$ cat src/sv/tsq_pkg.sv
// Shared constants, types and register codes for the touch sample qualifier.
package tsq_pkg;

  // Default widths of coordinates and tick counters
  localparam int unsigned TSQ_COORD_BITS = 12;
  localparam int unsigned TSQ_TIME_BITS  = 16;

  // Fixed field widths
  localparam int unsigned ELAPSED_BITS  = 16;
  localparam int unsigned REPEAT_BITS   = 16;
  localparam int unsigned SCREEN_BITS   = 12;
  localparam int unsigned CFG_DATA_BITS = 16;
  localparam int unsigned CFG_IDX_BITS  = 2;

  // Register reset values
  localparam logic [REPEAT_BITS-1:0] RST_START_DELAY = 16'd20;
  localparam logic [REPEAT_BITS-1:0] RST_INTERVAL    = 16'd6;
  localparam logic [SCREEN_BITS-1:0] RST_SCREEN_W    = 12'h100;
  localparam logic [SCREEN_BITS-1:0] RST_SCREEN_H    = 12'hC0;

  // Last touched position after reset (screen centre)
  localparam int unsigned HELD_RST_X = 128;
  localparam int unsigned HELD_RST_Y = 96;

  // Item codes
  typedef enum logic {
    OP_SAMPLE   = 1'b0,
    OP_ADD_TIME = 1'b1
  } tsq_op_e;

  // Configuration register indexes
  typedef enum logic [CFG_IDX_BITS-1:0] {
    CFG_START_DELAY = 2'd0,
    CFG_INTERVAL    = 2'd1,
    CFG_SCREEN_W    = 2'd2,
    CFG_SCREEN_H    = 2'd3
  } tsq_cfg_idx_e;

  // Configuration register set
  typedef struct packed {
    logic [REPEAT_BITS-1:0] start_delay;
    logic [REPEAT_BITS-1:0] interval;
    logic [SCREEN_BITS-1:0] screen_w;
    logic [SCREEN_BITS-1:0] screen_h;
  } tsq_cfg_t;

endpackage

$ cat src/sv/tsq_if.sv
// Valid/ready channel interfaces for touch samples and qualified results.
interface tsq_in_if import tsq_pkg::*; #(
  parameter int unsigned COORD_BITS = TSQ_COORD_BITS
) ();
  logic                    valid;
  logic                    ready;
  logic                    opcode;
  logic                    pen_down;
  logic                    lid_closed;
  logic                    invalid_x;
  logic                    invalid_y;
  logic [COORD_BITS-1:0]   sample_x;
  logic [COORD_BITS-1:0]   sample_y;
  logic [ELAPSED_BITS-1:0] elapsed;

  modport source (
    output valid, opcode, pen_down, lid_closed, invalid_x, invalid_y,
           sample_x, sample_y, elapsed,
    input  ready
  );
  modport sink (
    input  valid, opcode, pen_down, lid_closed, invalid_x, invalid_y,
           sample_x, sample_y, elapsed,
    output ready
  );
endinterface

interface tsq_out_if import tsq_pkg::*; #(
  parameter int unsigned COORD_BITS = TSQ_COORD_BITS,
  parameter int unsigned TIME_BITS  = TSQ_TIME_BITS
) ();
  logic                         valid;
  logic                         ready;
  logic                         touching;
  logic signed [COORD_BITS:0]   pos_x;
  logic signed [COORD_BITS:0]   pos_y;
  logic                         touched_now;
  logic                         released_now;
  logic                         repeat_pulse;
  logic [TIME_BITS-1:0]         time_since_touch;
  logic [TIME_BITS-1:0]         time_between_touches;
  logic signed [COORD_BITS:0]   start_x;
  logic signed [COORD_BITS:0]   start_y;
  logic signed [COORD_BITS:0]   last_x;
  logic signed [COORD_BITS:0]   last_y;

  modport source (
    output valid, touching, pos_x, pos_y, touched_now, released_now, repeat_pulse,
           time_since_touch, time_between_touches, start_x, start_y, last_x, last_y,
    input  ready
  );
  modport sink (
    input  valid, touching, pos_x, pos_y, touched_now, released_now, repeat_pulse,
           time_since_touch, time_between_touches, start_x, start_y, last_x, last_y,
    output ready
  );
endinterface

$ cat src/sv/tsq_cfg.sv
// Configuration register bank with its write decode.
module tsq_cfg import tsq_pkg::*; (
  input  logic                     clk_i,
  input  logic                     rst_ni,
  input  logic                     cfg_we_i,
  input  logic [CFG_IDX_BITS-1:0]  cfg_idx_i,
  input  logic [CFG_DATA_BITS-1:0] cfg_data_i,
  output tsq_cfg_t                 cfg_o
);

  tsq_cfg_t cfg_d, cfg_q;

  // Write decode
  always_comb begin
    cfg_d = cfg_q;
    if (cfg_we_i) begin
      unique case (tsq_cfg_idx_e'(cfg_idx_i))
        CFG_START_DELAY: cfg_d.start_delay = cfg_data_i[REPEAT_BITS-1:0];
        CFG_INTERVAL:    cfg_d.interval    = cfg_data_i[REPEAT_BITS-1:0];
        CFG_SCREEN_W:    cfg_d.screen_w    = cfg_data_i[SCREEN_BITS-1:0];
        CFG_SCREEN_H:    cfg_d.screen_h    = cfg_data_i[SCREEN_BITS-1:0];
        default:         cfg_d = cfg_q;
      endcase
    end
  end

  always_ff @(posedge clk_i or negedge rst_ni) begin
    if (!rst_ni) begin
      cfg_q.start_delay <= RST_START_DELAY;
      cfg_q.interval    <= RST_INTERVAL;
      cfg_q.screen_w    <= RST_SCREEN_W;
      cfg_q.screen_h    <= RST_SCREEN_H;
    end else begin
      cfg_q <= cfg_d;
    end
  end

  assign cfg_o = cfg_q;

endmodule

$ cat src/sv/tsq_track.sv
// Touch tracking state: qualification, edges, auto-repeat and tick counters.
module tsq_track import tsq_pkg::*; #(
  parameter int unsigned COORD_BITS = TSQ_COORD_BITS,
  parameter int unsigned TIME_BITS  = TSQ_TIME_BITS
) (
  input  logic                       clk_i,
  input  logic                       rst_ni,
  input  logic                       step_i,
  input  tsq_cfg_t                   cfg_i,
  input  logic                       opcode_i,
  input  logic                       pen_down_i,
  input  logic                       lid_closed_i,
  input  logic                       invalid_x_i,
  input  logic                       invalid_y_i,
  input  logic [COORD_BITS-1:0]      sample_x_i,
  input  logic [COORD_BITS-1:0]      sample_y_i,
  input  logic [ELAPSED_BITS-1:0]    elapsed_i,
  output logic                       touching_o,
  output logic signed [COORD_BITS:0] pos_x_o,
  output logic signed [COORD_BITS:0] pos_y_o,
  output logic                       touched_now_o,
  output logic                       released_now_o,
  output logic                       repeat_pulse_o,
  output logic [TIME_BITS-1:0]       since_o,
  output logic [TIME_BITS-1:0]       between_o,
  output logic signed [COORD_BITS:0] start_x_o,
  output logic signed [COORD_BITS:0] start_y_o,
  output logic signed [COORD_BITS:0] last_x_o,
  output logic signed [COORD_BITS:0] last_y_o
);

  localparam int unsigned PW = COORD_BITS + 1;
  localparam int unsigned SW = (TIME_BITS > ELAPSED_BITS) ? TIME_BITS : ELAPSED_BITS;
  localparam int unsigned CW = (COORD_BITS > SCREEN_BITS) ? COORD_BITS : SCREEN_BITS;
  localparam logic [SW:0] TMAX_EXT = {{(SW + 1 - TIME_BITS){1'b0}}, {TIME_BITS{1'b1}}};

  logic                 touch_d, touch_q;
  logic signed [PW-1:0] pos_x_d, pos_x_q, pos_y_d, pos_y_q;
  logic [TIME_BITS-1:0] accum_d, accum_q;
  logic [REPEAT_BITS-1:0] rep_d, rep_q;
  logic [TIME_BITS-1:0] since_d, since_q, between_d, between_q;
  logic signed [PW-1:0] down_x_d, down_x_q, down_y_d, down_y_q;
  logic signed [PW-1:0] held_x_d, held_x_q, held_y_d, held_y_q;

  logic                 dn, up, rep_pulse;
  logic [SW-1:0]        el_ext, acc_ext, spd;
  logic [SW:0]          add_sum, since_sum;
  logic [TIME_BITS-1:0] since_sat;
  logic signed [PW-1:0] part_x, part_y;
  logic                 in_area;

  // Step time is the larger of the accumulated and the item's own ticks
  assign el_ext    = SW'(elapsed_i);
  assign acc_ext   = SW'(accum_q);
  assign spd       = (acc_ext < el_ext) ? el_ext : acc_ext;
  assign add_sum   = (SW + 1)'(accum_q) + (SW + 1)'(elapsed_i);
  assign since_sum = (SW + 1)'(since_q) + (SW + 1)'(spd);
  assign since_sat = (since_sum < TMAX_EXT) ? since_sum[TIME_BITS-1:0] : '1;

  // Partial sample: update the valid axes only, then check the screen area
  assign part_x  = invalid_x_i ? pos_x_q : $signed({1'b0, sample_x_i});
  assign part_y  = invalid_y_i ? pos_y_q : $signed({1'b0, sample_y_i});
  assign in_area = !part_x[PW-1] && !part_y[PW-1]
                && (CW'(part_x[COORD_BITS-1:0]) < CW'(cfg_i.screen_w))
                && (CW'(part_y[COORD_BITS-1:0]) < CW'(cfg_i.screen_h));

  // Next state for one item
  always_comb begin
    touch_d   = touch_q;
    pos_x_d   = pos_x_q;
    pos_y_d   = pos_y_q;
    accum_d   = accum_q;
    rep_d     = rep_q;
    since_d   = since_q;
    between_d = between_q;
    down_x_d  = down_x_q;
    down_y_d  = down_y_q;
    held_x_d  = held_x_q;
    held_y_d  = held_y_q;
    dn        = 1'b0;
    up        = 1'b0;
    rep_pulse = 1'b0;

    unique case (tsq_op_e'(opcode_i))
      OP_ADD_TIME: begin
        accum_d = (add_sum >= TMAX_EXT) ? '1 : add_sum[TIME_BITS-1:0];
      end
      OP_SAMPLE: begin
        // Qualify the sample
        if (pen_down_i && !lid_closed_i) begin
          if (!invalid_x_i && !invalid_y_i) begin
            touch_d = 1'b1;
            pos_x_d = $signed({1'b0, sample_x_i});
            pos_y_d = $signed({1'b0, sample_y_i});
          end else if (in_area) begin
            touch_d = 1'b1;
            pos_x_d = part_x;
            pos_y_d = part_y;
          end else begin
            touch_d = 1'b0;
            pos_x_d = '1;
            pos_y_d = '1;
          end
        end else begin
          touch_d = 1'b0;
          pos_x_d = '1;
          pos_y_d = '1;
        end

        dn = !touch_q && touch_d;
        up = touch_q && !touch_d;

        // Auto-repeat countdown
        if (dn) begin
          rep_pulse = 1'b1;
          rep_d     = cfg_i.start_delay;
        end else if (touch_d && (rep_q != '0)) begin
          if (SW'(rep_q) > spd) begin
            rep_d = rep_q - spd[REPEAT_BITS-1:0];
          end else begin
            rep_pulse = 1'b1;
            rep_d     = cfg_i.interval;
          end
        end

        // Tick counters and touch-down capture
        if (dn) begin
          between_d = since_sat;
          since_d   = '0;
          down_x_d  = pos_x_d;
          down_y_d  = pos_y_d;
        end else begin
          since_d = since_sat;
        end

        accum_d = TIME_BITS'(el_ext);

        if (touch_d) begin
          held_x_d = pos_x_d;
          held_y_d = pos_y_d;
        end
      end
      default: accum_d = accum_q;
    endcase
  end

  always_ff @(posedge clk_i or negedge rst_ni) begin
    if (!rst_ni) begin
      touch_q   <= 1'b0;
      pos_x_q   <= '1;
      pos_y_q   <= '1;
      accum_q   <= TIME_BITS'(1);
      rep_q     <= '0;
      since_q   <= '1;
      between_q <= '1;
      down_x_q  <= '1;
      down_y_q  <= '1;
      held_x_q  <= PW'(HELD_RST_X);
      held_y_q  <= PW'(HELD_RST_Y);
    end else if (step_i) begin
      touch_q   <= touch_d;
      pos_x_q   <= pos_x_d;
      pos_y_q   <= pos_y_d;
      accum_q   <= accum_d;
      rep_q     <= rep_d;
      since_q   <= since_d;
      between_q <= between_d;
      down_x_q  <= down_x_d;
      down_y_q  <= down_y_d;
      held_x_q  <= held_x_d;
      held_y_q  <= held_y_d;
    end
  end

  // Result shows the state after this item
  assign touching_o     = touch_d;
  assign pos_x_o        = pos_x_d;
  assign pos_y_o        = pos_y_d;
  assign touched_now_o  = dn;
  assign released_now_o = up;
  assign repeat_pulse_o = rep_pulse;
  assign since_o        = since_d;
  assign between_o      = between_d;
  assign start_x_o      = down_x_d;
  assign start_y_o      = down_y_d;
  assign last_x_o       = held_x_d;
  assign last_y_o       = held_y_d;

endmodule

$ cat src/sv/touch_sample_qualifier_repeat_core.sv
// Touch sample qualifier top level: input register, tracking logic, result register.
//
// Usage:
//   sample_i takes one transaction per item: a touch sample (opcode OP_SAMPLE)
//   or an elapsed-time item (OP_ADD_TIME). result_o gives exactly one
//   transaction per item, in order: the qualified touch state, position,
//   touch-down/release edges, auto-repeat pulse, tick counters and the start
//   and last touched positions.
//   Registers are written through cfg_we_i/cfg_idx_i/cfg_data_i, one per
//   clock, and take effect at once; write them only while no item is in flight.
// Throughput:
//   An accepted item is held in the input register, processed by the
//   tracking logic and lands in the result register when that register
//   advances. One item per cycle is sustained while result_o is ready;
//   the tracking state is updated as each item moves into the result register.
// Reset:
//   rst_ni clears the pipeline, restores the register defaults and sets the
//   tracking state to not touching, position -1, counters saturated.
// Stalls:
//   While a held result is not taken the result register holds; the input
//   register still fills, after which sample_i.ready drops until it drains.
module touch_sample_qualifier_repeat_core import tsq_pkg::*; #(
  parameter int unsigned COORD_BITS = TSQ_COORD_BITS,
  parameter int unsigned TIME_BITS  = TSQ_TIME_BITS
) (
  input  logic                     clk_i,
  input  logic                     rst_ni,
  input  logic                     cfg_we_i,
  input  logic [CFG_IDX_BITS-1:0]  cfg_idx_i,
  input  logic [CFG_DATA_BITS-1:0] cfg_data_i,
  tsq_in_if.sink                   sample_i,
  tsq_out_if.source                result_o
);

  localparam int unsigned PW = COORD_BITS + 1;

  tsq_cfg_t cfg;

  // Input register
  logic                    in_vld_q;
  logic                    opcode_q, pen_down_q, lid_closed_q, invalid_x_q, invalid_y_q;
  logic [COORD_BITS-1:0]   sample_x_q, sample_y_q;
  logic [ELAPSED_BITS-1:0] elapsed_q;

  // Result register
  logic                 out_vld_q;
  logic                 touching_q, touched_now_q, released_now_q, repeat_pulse_q;
  logic signed [PW-1:0] pos_x_q, pos_y_q, start_x_q, start_y_q, last_x_q, last_y_q;
  logic [TIME_BITS-1:0] since_q, between_q;

  // Tracking results
  logic                 touching_d, touched_now_d, released_now_d, repeat_pulse_d;
  logic signed [PW-1:0] pos_x_d, pos_y_d, start_x_d, start_y_d, last_x_d, last_y_d;
  logic [TIME_BITS-1:0] since_d, between_d;

  logic adv, step, in_fire;

  // Handshake: the result register advances when empty or being taken
  assign adv            = !out_vld_q || result_o.ready;
  assign step           = in_vld_q && adv;
  assign sample_i.ready = !in_vld_q || adv;
  assign in_fire        = sample_i.valid && sample_i.ready;

  tsq_cfg u_cfg (
    .clk_i      (clk_i),
    .rst_ni     (rst_ni),
    .cfg_we_i   (cfg_we_i),
    .cfg_idx_i  (cfg_idx_i),
    .cfg_data_i (cfg_data_i),
    .cfg_o      (cfg)
  );

  tsq_track #(
    .COORD_BITS (COORD_BITS),
    .TIME_BITS  (TIME_BITS)
  ) u_track (
    .clk_i          (clk_i),
    .rst_ni         (rst_ni),
    .step_i         (step),
    .cfg_i          (cfg),
    .opcode_i       (opcode_q),
    .pen_down_i     (pen_down_q),
    .lid_closed_i   (lid_closed_q),
    .invalid_x_i    (invalid_x_q),
    .invalid_y_i    (invalid_y_q),
    .sample_x_i     (sample_x_q),
    .sample_y_i     (sample_y_q),
    .elapsed_i      (elapsed_q),
    .touching_o     (touching_d),
    .pos_x_o        (pos_x_d),
    .pos_y_o        (pos_y_d),
    .touched_now_o  (touched_now_d),
    .released_now_o (released_now_d),
    .repeat_pulse_o (repeat_pulse_d),
    .since_o        (since_d),
    .between_o      (between_d),
    .start_x_o      (start_x_d),
    .start_y_o      (start_y_d),
    .last_x_o       (last_x_d),
    .last_y_o       (last_y_d)
  );

  // Valid flags
  always_ff @(posedge clk_i or negedge rst_ni) begin
    if (!rst_ni) begin
      in_vld_q  <= 1'b0;
      out_vld_q <= 1'b0;
    end else begin
      if (in_fire) begin
        in_vld_q <= 1'b1;
      end else if (step) begin
        in_vld_q <= 1'b0;
      end
      if (adv) begin
        out_vld_q <= in_vld_q;
      end
    end
  end

  // Input payload capture
  always_ff @(posedge clk_i) begin
    if (in_fire) begin
      opcode_q     <= sample_i.opcode;
      pen_down_q   <= sample_i.pen_down;
      lid_closed_q <= sample_i.lid_closed;
      invalid_x_q  <= sample_i.invalid_x;
      invalid_y_q  <= sample_i.invalid_y;
      sample_x_q   <= sample_i.sample_x;
      sample_y_q   <= sample_i.sample_y;
      elapsed_q    <= sample_i.elapsed;
    end
  end

  // Result payload capture
  always_ff @(posedge clk_i) begin
    if (step) begin
      touching_q     <= touching_d;
      pos_x_q        <= pos_x_d;
      pos_y_q        <= pos_y_d;
      touched_now_q  <= touched_now_d;
      released_now_q <= released_now_d;
      repeat_pulse_q <= repeat_pulse_d;
      since_q        <= since_d;
      between_q      <= between_d;
      start_x_q      <= start_x_d;
      start_y_q      <= start_y_d;
      last_x_q       <= last_x_d;
      last_y_q       <= last_y_d;
    end
  end

  assign result_o.valid                = out_vld_q;
  assign result_o.touching             = touching_q;
  assign result_o.pos_x                = pos_x_q;
  assign result_o.pos_y                = pos_y_q;
  assign result_o.touched_now          = touched_now_q;
  assign result_o.released_now         = released_now_q;
  assign result_o.repeat_pulse         = repeat_pulse_q;
  assign result_o.time_since_touch     = since_q;
  assign result_o.time_between_touches = between_q;
  assign result_o.start_x              = start_x_q;
  assign result_o.start_y              = start_y_q;
  assign result_o.last_x               = last_x_q;
  assign result_o.last_y               = last_y_q;

  // A touch-down restarts the repeat sequence and the tick counter
  a_touch_down: assert property (@(posedge clk_i) disable iff (!rst_ni)
    out_vld_q && touched_now_q |->
      touching_q && repeat_pulse_q && (since_q == '0) && !released_now_q)
    else $error("touch-down result inconsistent");

  // Not touching always reports position -1
  a_idle_pos: assert property (@(posedge clk_i) disable iff (!rst_ni)
    out_vld_q && !touching_q |-> (pos_x_q == '1) && (pos_y_q == '1))
    else $error("position not cleared while not touching");

  // A release leaves the block not touching and gives no repeat
  a_release: assert property (@(posedge clk_i) disable iff (!rst_ni)
    out_vld_q && released_now_q |-> !touching_q && !repeat_pulse_q)
    else $error("release result inconsistent");

  // An item in the input register reaches the result register once it advances
  a_advance: assert property (@(posedge clk_i) disable iff (!rst_ni)
    step |=> out_vld_q)
    else $error("processed item lost");

endmodule
$ cat src/flat_wrapper.sv
// flat-port wrapper written by rule: the top's interface ports become plain ports
module touch_sample_qualifier_repeat_core_flat import tsq_pkg::*;
#(
  parameter int unsigned COORD_BITS = TSQ_COORD_BITS,
  parameter int unsigned TIME_BITS  = TSQ_TIME_BITS
)
  (clk_i, rst_ni, cfg_we_i, cfg_idx_i, cfg_data_i, sample_i_valid, sample_i_opcode, sample_i_pen_down, sample_i_lid_closed, sample_i_invalid_x, sample_i_invalid_y, sample_i_sample_x, sample_i_sample_y, sample_i_elapsed, sample_i_ready, result_o_valid, result_o_touching, result_o_pos_x, result_o_pos_y, result_o_touched_now, result_o_released_now, result_o_repeat_pulse, result_o_time_since_touch, result_o_time_between_touches, result_o_start_x, result_o_start_y, result_o_last_x, result_o_last_y, result_o_ready);
  tsq_in_if #(.COORD_BITS(COORD_BITS)) sample_i_i ();
  tsq_out_if #(.COORD_BITS(COORD_BITS), .TIME_BITS(TIME_BITS)) result_o_i ();
  input  logic clk_i;
  input  logic rst_ni;
  input  logic cfg_we_i;
  input  logic [CFG_IDX_BITS-1:0] cfg_idx_i;
  input  logic [CFG_DATA_BITS-1:0] cfg_data_i;
  input wire logic [$bits(sample_i_i.valid)-1:0] sample_i_valid;
  input wire logic [$bits(sample_i_i.opcode)-1:0] sample_i_opcode;
  input wire logic [$bits(sample_i_i.pen_down)-1:0] sample_i_pen_down;
  input wire logic [$bits(sample_i_i.lid_closed)-1:0] sample_i_lid_closed;
  input wire logic [$bits(sample_i_i.invalid_x)-1:0] sample_i_invalid_x;
  input wire logic [$bits(sample_i_i.invalid_y)-1:0] sample_i_invalid_y;
  input wire logic [$bits(sample_i_i.sample_x)-1:0] sample_i_sample_x;
  input wire logic [$bits(sample_i_i.sample_y)-1:0] sample_i_sample_y;
  input wire logic [$bits(sample_i_i.elapsed)-1:0] sample_i_elapsed;
  output wire logic [$bits(sample_i_i.ready)-1:0] sample_i_ready;
  output wire logic [$bits(result_o_i.valid)-1:0] result_o_valid;
  output wire logic [$bits(result_o_i.touching)-1:0] result_o_touching;
  output wire logic [$bits(result_o_i.pos_x)-1:0] result_o_pos_x;
  output wire logic [$bits(result_o_i.pos_y)-1:0] result_o_pos_y;
  output wire logic [$bits(result_o_i.touched_now)-1:0] result_o_touched_now;
  output wire logic [$bits(result_o_i.released_now)-1:0] result_o_released_now;
  output wire logic [$bits(result_o_i.repeat_pulse)-1:0] result_o_repeat_pulse;
  output wire logic [$bits(result_o_i.time_since_touch)-1:0] result_o_time_since_touch;
  output wire logic [$bits(result_o_i.time_between_touches)-1:0] result_o_time_between_touches;
  output wire logic [$bits(result_o_i.start_x)-1:0] result_o_start_x;
  output wire logic [$bits(result_o_i.start_y)-1:0] result_o_start_y;
  output wire logic [$bits(result_o_i.last_x)-1:0] result_o_last_x;
  output wire logic [$bits(result_o_i.last_y)-1:0] result_o_last_y;
  input wire logic [$bits(result_o_i.ready)-1:0] result_o_ready;
  assign sample_i_i.valid = sample_i_valid;
  assign sample_i_i.opcode = sample_i_opcode;
  assign sample_i_i.pen_down = sample_i_pen_down;
  assign sample_i_i.lid_closed = sample_i_lid_closed;
  assign sample_i_i.invalid_x = sample_i_invalid_x;
  assign sample_i_i.invalid_y = sample_i_invalid_y;
  assign sample_i_i.sample_x = sample_i_sample_x;
  assign sample_i_i.sample_y = sample_i_sample_y;
  assign sample_i_i.elapsed = sample_i_elapsed;
  assign sample_i_ready = sample_i_i.ready;
  assign result_o_valid = result_o_i.valid;
  assign result_o_touching = result_o_i.touching;
  assign result_o_pos_x = result_o_i.pos_x;
  assign result_o_pos_y = result_o_i.pos_y;
  assign result_o_touched_now = result_o_i.touched_now;
  assign result_o_released_now = result_o_i.released_now;
  assign result_o_repeat_pulse = result_o_i.repeat_pulse;
  assign result_o_time_since_touch = result_o_i.time_since_touch;
  assign result_o_time_between_touches = result_o_i.time_between_touches;
  assign result_o_start_x = result_o_i.start_x;
  assign result_o_start_y = result_o_i.start_y;
  assign result_o_last_x = result_o_i.last_x;
  assign result_o_last_y = result_o_i.last_y;
  assign result_o_i.ready = result_o_ready;
  touch_sample_qualifier_repeat_core #(.COORD_BITS(COORD_BITS), .TIME_BITS(TIME_BITS)) u_core (.clk_i(clk_i), .rst_ni(rst_ni), .cfg_we_i(cfg_we_i), .cfg_idx_i(cfg_idx_i), .cfg_data_i(cfg_data_i), .sample_i(sample_i_i), .result_o(result_o_i));
endmodule
$ cat config.mk
export PLATFORM = sky130hd
export DESIGN_NAME = touch_sample_qualifier_repeat_core_flat
export DESIGN_NICKNAME = d
export VERILOG_FILES = /design/src/sv/tsq_pkg.sv /design/src/sv/tsq_if.sv /design/src/sv/tsq_cfg.sv /design/src/sv/tsq_track.sv /design/src/sv/touch_sample_qualifier_repeat_core.sv /design/src/flat_wrapper.sv
export SDC_FILE = /design/constraint.sdc
export NUM_CORES = 1
export LEC_CHECK = 0
export ABC_AREA = 0
export BUFFER_PORTS_ARGS = -buffer_cell sky130_fd_sc_hd__buf_2
export CAP_MARGIN = 20
export CORE_MARGIN = 1
export CORE_UTILIZATION = 35
export CTS_CLUSTER_DIAMETER = 100
export DETAILED_ROUTE_END_ITERATION = 8
export PLACE_DENSITY = 0.52
export SETUP_SLACK_MARGIN = 0.4
export SLEW_MARGIN = 20
export SYNTH_ARGS = -nofsm -noshare
export SYNTH_HDL_FRONTEND = slang
export SYNTH_SLANG_ARGS = --single-unit
$ cat constraint.sdc
create_clock -name clk_i -period 14.7 [get_ports clk_i]
set_input_delay 1.47 -clock clk_i [delete_from_list [all_inputs] [get_ports clk_i]]
set_output_delay 1.47 -clock clk_i [all_outputs]
set_load 0.1 [all_outputs]
Word-level counts from Yosys, hierarchy flattened
Index checks and enable logic that the tools add are counted.
{"block": "totals", "register_bits": 360, "output_inout_bits": 116}
{"block": "op_classes", "n_addsub": 3, "n_lt_le_gt_ge": 6, "eq_ne": 3, "n_mux": 39, "bitwise_logic": 1, "reduce_logical": 30}
{"cell": "$mux W13", "n": 18}
{"cell": "$mux W16", "n": 10}
{"cell": "$add A16 B16 Y17", "n": 2}
{"cell": "$pmux W16 S2", "n": 1}
{"cell": "$lt A12 B12 Y1", "n": 2}
{"cell": "$ge A17 B16 Y1 const B", "n": 1}
{"cell": "$lt A17 B16 Y1 const B", "n": 1}
{"cell": "$gt A16 B16 Y1", "n": 1}
{"cell": "$lt A16 B16 Y1", "n": 1}
{"cell": "$reduce_bool A16 Y1", "n": 1}
{"cell": "$sub A16 B16 Y16", "n": 1}
{"cell": "$logic_and A1 B1 Y1", "n": 10}
{"cell": "$mux W1", "n": 10}
{"cell": "$logic_not A1 Y1", "n": 9}
{"cell": "$reduce_and A2 Y1", "n": 4}
{"cell": "$eq A2 B2 Y1 const B", "n": 2}
{"cell": "$reduce_bool A2 Y1", "n": 2}
{"cell": "$reduce_and A3 Y1", "n": 1}
{"cell": "$eq A2 B1 Y1 const B", "n": 1}
{"cell": "$logic_not A2 Y1", "n": 1}
{"cell": "$logic_or A1 B1 Y1", "n": 2}
{"cell": "$not A1 Y1", "n": 1}

Logic depth before layout (Yosys ltp)
{"block": "depth", "word_depth": 12, "ltp_mapped": 23}

Cells and area by module
From an unflattened synthesis, not the netlist that was laid out.
{"block": "hier_totals", "hier_cells": 1606, "hier_area_um2": 17962.2}
{"mod": "tsq_track", "n_inst": 1, "cells_per_inst": 1319, "area_each_um2": 10965.5, "seq_area_each_um2": 3688.5}
{"mod": "touch_sample_qualifier_repeat_core", "n_inst": 1, "cells_per_inst": 167, "area_each_um2": 4878.4, "seq_area_each_um2": 4824.6}
{"mod": "tsq_cfg", "n_inst": 1, "cells_per_inst": 120, "area_each_um2": 2118.3, "seq_area_each_um2": 1410.1}

Worst setup path before layout
No wires, ideal clock.
{"block": "synth_timing", "kind": "input port to flip-flop", "start": "input port result_o_ready", "end": "register u_core.u_track.rep_q[0]", "setup_ns": 0.137, "arrival_time_ns": 5.209, "required_ns": 14.563, "slack_ns": 9.355, "path_stages": 10, "n_path_buf": 2, "cell_sequence": "nand2b_1 > nand2_1 > inv_1 > nand2b_1 > clkbuf_1 > a211oi_4 > o21ai_2 > buf_2 > a21oi_1 > a22oi_1"}
{"block": "synth_via", "elab_chain_cells": 3}
{"item": "start, declared", "line_no": "flat_wrapper.sv:38", "text": "input wire logic [$bits(result_o_i.ready)-1:0] result_o_ready;"}
{"item": "$logic_or A1 B1 Y1", "line_no": "touch_sample_qualifier_repeat_core.sv:59", "text": "assign adv = !out_vld_q || result_o.ready;"}
{"item": "$logic_and A1 B1 Y1", "line_no": "touch_sample_qualifier_repeat_core.sv:60", "text": "assign step = in_vld_q && adv;"}
{"item": "net u_core.step", "line_no": "touch_sample_qualifier_repeat_core.sv:56", "text": "logic adv, step, in_fire;"}
{"item": "$reduce_and A3 Y1 (no source line)"}
{"item": "end signal, assigned", "line_no": "tsq_track.sv:165", "text": "rep_q <= rep_d;"}
{"item": "end, declared", "line_no": "tsq_track.sv:40", "text": "logic [REPEAT_BITS-1:0] rep_d, rep_q;"}
The timed path passes the listed nets, and every way through them passes these cells.
A chain may end at the register's enable or synchronous reset.

Final worst setup path
{"block": "layout_timing", "start": "register u_core.elapsed_q[13]", "end": "register u_core.between_q[15], in the netlist u_core.result_o.time_between_touches[15] (data pin)"}
{"block": "layout_via", "elab_chain_cells": 7}
{"item": "start, declared", "line_no": "touch_sample_qualifier_repeat_core.sv:43", "text": "logic [ELAPSED_BITS-1:0] elapsed_q;"}
{"item": "start signal, assigned", "line_no": "touch_sample_qualifier_repeat_core.sv:130", "text": "elapsed_q <= sample_i.elapsed;"}
{"item": "$lt A16 B16 Y1", "line_no": "tsq_track.sv:55", "text": "assign spd = (acc_ext < el_ext) ? el_ext : acc_ext;"}
{"item": "$mux W16 *", "line_no": "tsq_track.sv:55"}
{"item": "$add A16 B16 Y17 *", "line_no": "tsq_track.sv:57", "text": "assign since_sum = (SW + 1)'(since_q) + (SW + 1)'(spd);"}
{"item": "$lt A17 B16 Y1", "line_no": "tsq_track.sv:58", "text": "assign since_sat = (since_sum < TMAX_EXT) ? since_sum[TIME_BITS-1:0] : '1;"}
{"item": "$mux W16 *", "line_no": "tsq_track.sv:58"}
{"item": "$mux W16 *", "line_no": "tsq_track.sv:127", "text": "if (dn) begin"}
{"item": "$mux W16 *", "line_no": "tsq_track.sv:84", "text": "unique case (tsq_op_e'(opcode_i))"}
{"item": "net u_core.between_d[15]", "line_no": "touch_sample_qualifier_repeat_core.sv:54", "text": "logic [TIME_BITS-1:0] since_d, between_d;"}
{"item": "end signal, assigned", "line_no": "touch_sample_qualifier_repeat_core.sv:144", "text": "between_q <= between_d;"}
{"item": "end, declared", "line_no": "touch_sample_qualifier_repeat_core.sv:49", "text": "logic [TIME_BITS-1:0] since_q, between_q;"}
The timed path passes the listed nets; every way through them passes the cells marked *.

==> metrics <==
drt initial violations 806; nets between 1,500 and 2,000; total wire length 46.9 mm; CP Max Fanout 23; filler instances around 5,000; Tcrit/Tclk final just over 40%; vias in the first global route ~12,000; cts bufs inserted 41; status finished, final reports clean; Hold EP u_core.u_track.between_q[15]; Core Region just over 50,000 um2; CTS sink cnt 360; hold crit path type flop to flop; EDFF count, synth 159; I/O Buffers around 180; layout overhead on the synthesized area 17.3%; CTS tree yes; CTS clk-pin slew, worst paths 0.06 ns; clock tree buffer depth 3; count of state elements after synthesis 360; Slew Limit Headroom about a third; Synth area leader edfxtp_1; PwrDens between 200 and 250 nW/um2; Peak Freq approximately 170 MHz; reg2reg path depth 18; R2R setup slack slightly below 9 ns; fraction of registers with async set/reset 55.8%; CP endpoint kind flop; routability cong. between 0.8 and 0.9; Synth Net Count about 1,800; static leakage 8.65 nW; # Post-CTS Setup Buffers 0; Crit Path Class flop to flop; setup_tns 0 ns; DRT antenna net count 0; slew of the pin with the lowest slew margin around 0.98 ns; Crit path required time about 15 ns; Yosys top cell area share 26.7%; H-tree depth 2; via count roughly 13,000; RSZ-0062 raised after global routing no; synth cell count leaders a21oi_1, nor2_1, edfxtp_1; Rows 82; Avg WL per Cell between 15 and 20 um; YS warnings 0; synthesized cell area 17,900 um2; DPL Wire Length about 32 mm; first-pass GRT wire length 73.0 mm; Yosys cell types 70; DRC Markers 0; die area between 50,000 and 60,000 um2; IO Pins 184; final setup fails 0; sequential area share after synthesis a little under three fifths; Peak VDD IR between 100 and 150 uV; Post-Synthesis Cells between 1,500 and 2,000; hold_sp u_core.u_track.between_q[15]; Mapped Avg Cell Area between 10 and 15 um2; CTS Hold Buffers Added 0; layout cells sized above 1 around a quarter; Clock Latency Late Sink around 0.56 ns; Sequential Area 9920 um2; Period minus WS final ~5.9 ns; Final Hold Fails 0; area of the multi-input gates approximately 7300 um2; post-CTS sizing 0; Die Wd 228 um; DR pass1 iterations 5; Final Max Tran Viols 0; initial antenna violation count 7; total grt overflow 0; Die H approximately 230 um; initial core utilization a little over a third; Root Driver clkbuf_16; leading cell types by total area after synthesis edfxtp_1, dfrtp_1, dfstp_2; via/cell ratio ~5; Crit path arrival time approximately 6.2 ns; largest net degree at the start of global routing slightly above 90; Most used DFF post-synth edfxtp_1; Post-Route Skew approximately 0.015 ns; final design utilization about two fifths; hold path depth 2; most numerous cell in the Yosys netlist a21oi_1; max-cap violations 0; worst r2r src u_core.elapsed_q[13]; Tot GR Track Use 17.9%; critical path launch point type flop; Worst R2R End u_core.result_o.time_between_touches[15]
[cell families after synthesis]
logic type,after synthesis,synth area share [%]
XOR/XNOR,36,1.76
multiplexers,131,8.04
flip-flops,360,55.5
adder cells (fa/ha/maj),89,6.35
AO/OA/AOI/OAI,406,13.3
AND/OR/NAND/NOR,435,11.1
buffers and inverters,173,3.99
[sequential cells by signal, summed over array words and instances, names as in the netlist, 16 cells and up]
| name | cells |
|---|---|
| u_core.result_o.time_between_touches | 16 |
| u_core.u_track.since_q | 16 |
| u_core.elapsed_q | 16 |
| u_core.u_track.rep_q | 16 |
| u_core.u_cfg.cfg_o | 56 |
| u_core.result_o.time_since_touch | 16 |
| u_core.u_track.acc_ext | 16 |
| u_core.u_track.between_q | 16 |
[critical path, stage by stage, from the launching register on]
cell and delay, ns:
edfxtp_1 0.42, inv_1 0.07, ha_1 0.39, a2111oi_0 0.60
nand4b_1 0.25, a31oi_4 0.41, buf_4 0.42, mux2_2 0.43
ha_1 0.24, fa_1 0.41, a21oi_1 0.21, o22ai_1 0.14
o21ai_0 0.30, nor2_1 0.11, o31ai_1 0.37, a21oi_2 0.18
buf_4 0.26, a21oi_1 0.30, a21oi_1 0.11
[per-stage QoR]
stage | setup WS [ns] | instances | total power [mW] | hold slack [ns] | area (um2)
global route | 8.22 | 2507 | 4.68 | 0.493 | 21000
CTS | 8.80 | 2505 | 4.43 | 0.465 | 21000
floorplan | 9.35 | 1630 | 2.93 | 0.446 | 17900
finish | 8.76 | 2509 | 4.40 | 0.462 | 21000
detailed placement | 8.84 | 2430 | 3.33 | 0.456 | 19500
global placement | 9.04 | 2430 | 3.31 | 0.455 | 19500
[per-layer routing]
metal / global-route usage (%) / vias to the layer above / wire length, um
li1: - / 6183 / -
met1: 25.9 / 6145 / 22700
met2: 27.8 / 231 / 21300
met3: 3.52 / 58 / 2180
met4: 3.61 / 8 / 714
met5: 0 / - / 41
[area by class of cell]
class                      count  share of cell area [%]
antenna                        4                  0.0477
clock buffer                  56                    5.60
clock inverter                19                    1.22
inverter                      92                    1.66
multi-input combinational   1097                    34.8
sequential                   360                    47.3
tap                          672                    4.01
timing repair buffer         209                    5.34
[report_power, final]
group	switching (mW)	internal [mW]	leakage [nW]
registers	0.145	1.37	3.74
logic	1.22	0.582	4.21
clock network	0.414	0.666	0.707
total	1.78	2.62	8.65
[layout by cell type (no fill, tap or decap), types with 4 or more instances in the layout]
| cell type | synthesis | layout |
|---|---|---|
| ha_1 | 86 | 86 |
| clkbuf_1 | 41 | 8 |
| o21ai_0 | 89 | 89 |
| buf_2 | 30 | 182 |
| edfxtp_1 | 159 | 159 |
| clkinv_2 | 0 | 8 |
| a21oi_1 | 186 | 185 |
| dfstp_2 | 95 | 95 |
| bufinv_16 | 0 | 6 |
| o31ai_1 | 21 | 21 |
| nand2b_1 | 15 | 15 |
| xor2_1 | 7 | 7 |
| inv_1 | 92 | 91 |
| diode_2 | 0 | 4 |
| clkbuf_16 | 0 | 43 |
| dfrtp_1 | 106 | 106 |
| nand3_1 | 14 | 14 |
| o21ai_1 | 4 | 4 |
| a211oi_1 | 9 | 9 |
| nand4_1 | 8 | 8 |
| and2_1 | 5 | 5 |
| nor3_1 | 42 | 42 |
| or3_1 | 4 | 4 |
| o22ai_1 | 18 | 18 |
| xnor2_1 | 29 | 29 |
| o21bai_1 | 6 | 6 |
| a21o_1 | 8 | 8 |
| clkbuf_8 | 0 | 6 |
| a31oi_1 | 15 | 14 |
| nand2_1 | 100 | 99 |
| o211ai_1 | 5 | 5 |
| mux2i_1 | 48 | 48 |
| mux2_2 | 81 | 81 |
| nor2_1 | 177 | 176 |
| buf_4 | 3 | 26 |
| nor2b_1 | 45 | 43 |
| o21a_1 | 10 | 10 |
| and3_1 | 4 | 4 |
| nor4_1 | 7 | 7 |
[how the worst max path moves through the flow]
stage                               from                                        to  slack (ns)
floorplan                 result_o_ready                   u_core.u_track.rep_q[0]        9.35
global placement     u_core.elapsed_q[1]  u_core.result_o.time_between_touches[15]        9.04
detailed placement   u_core.elapsed_q[1]  u_core.result_o.time_between_touches[15]        8.84
CTS                  u_core.elapsed_q[1]  u_core.result_o.time_between_touches[15]        8.80
global route        u_core.elapsed_q[13]  u_core.result_o.time_between_touches[15]        8.22
finish              u_core.elapsed_q[13]  u_core.result_o.time_between_touches[15]        8.76
(Power assumes the default switching activity.)
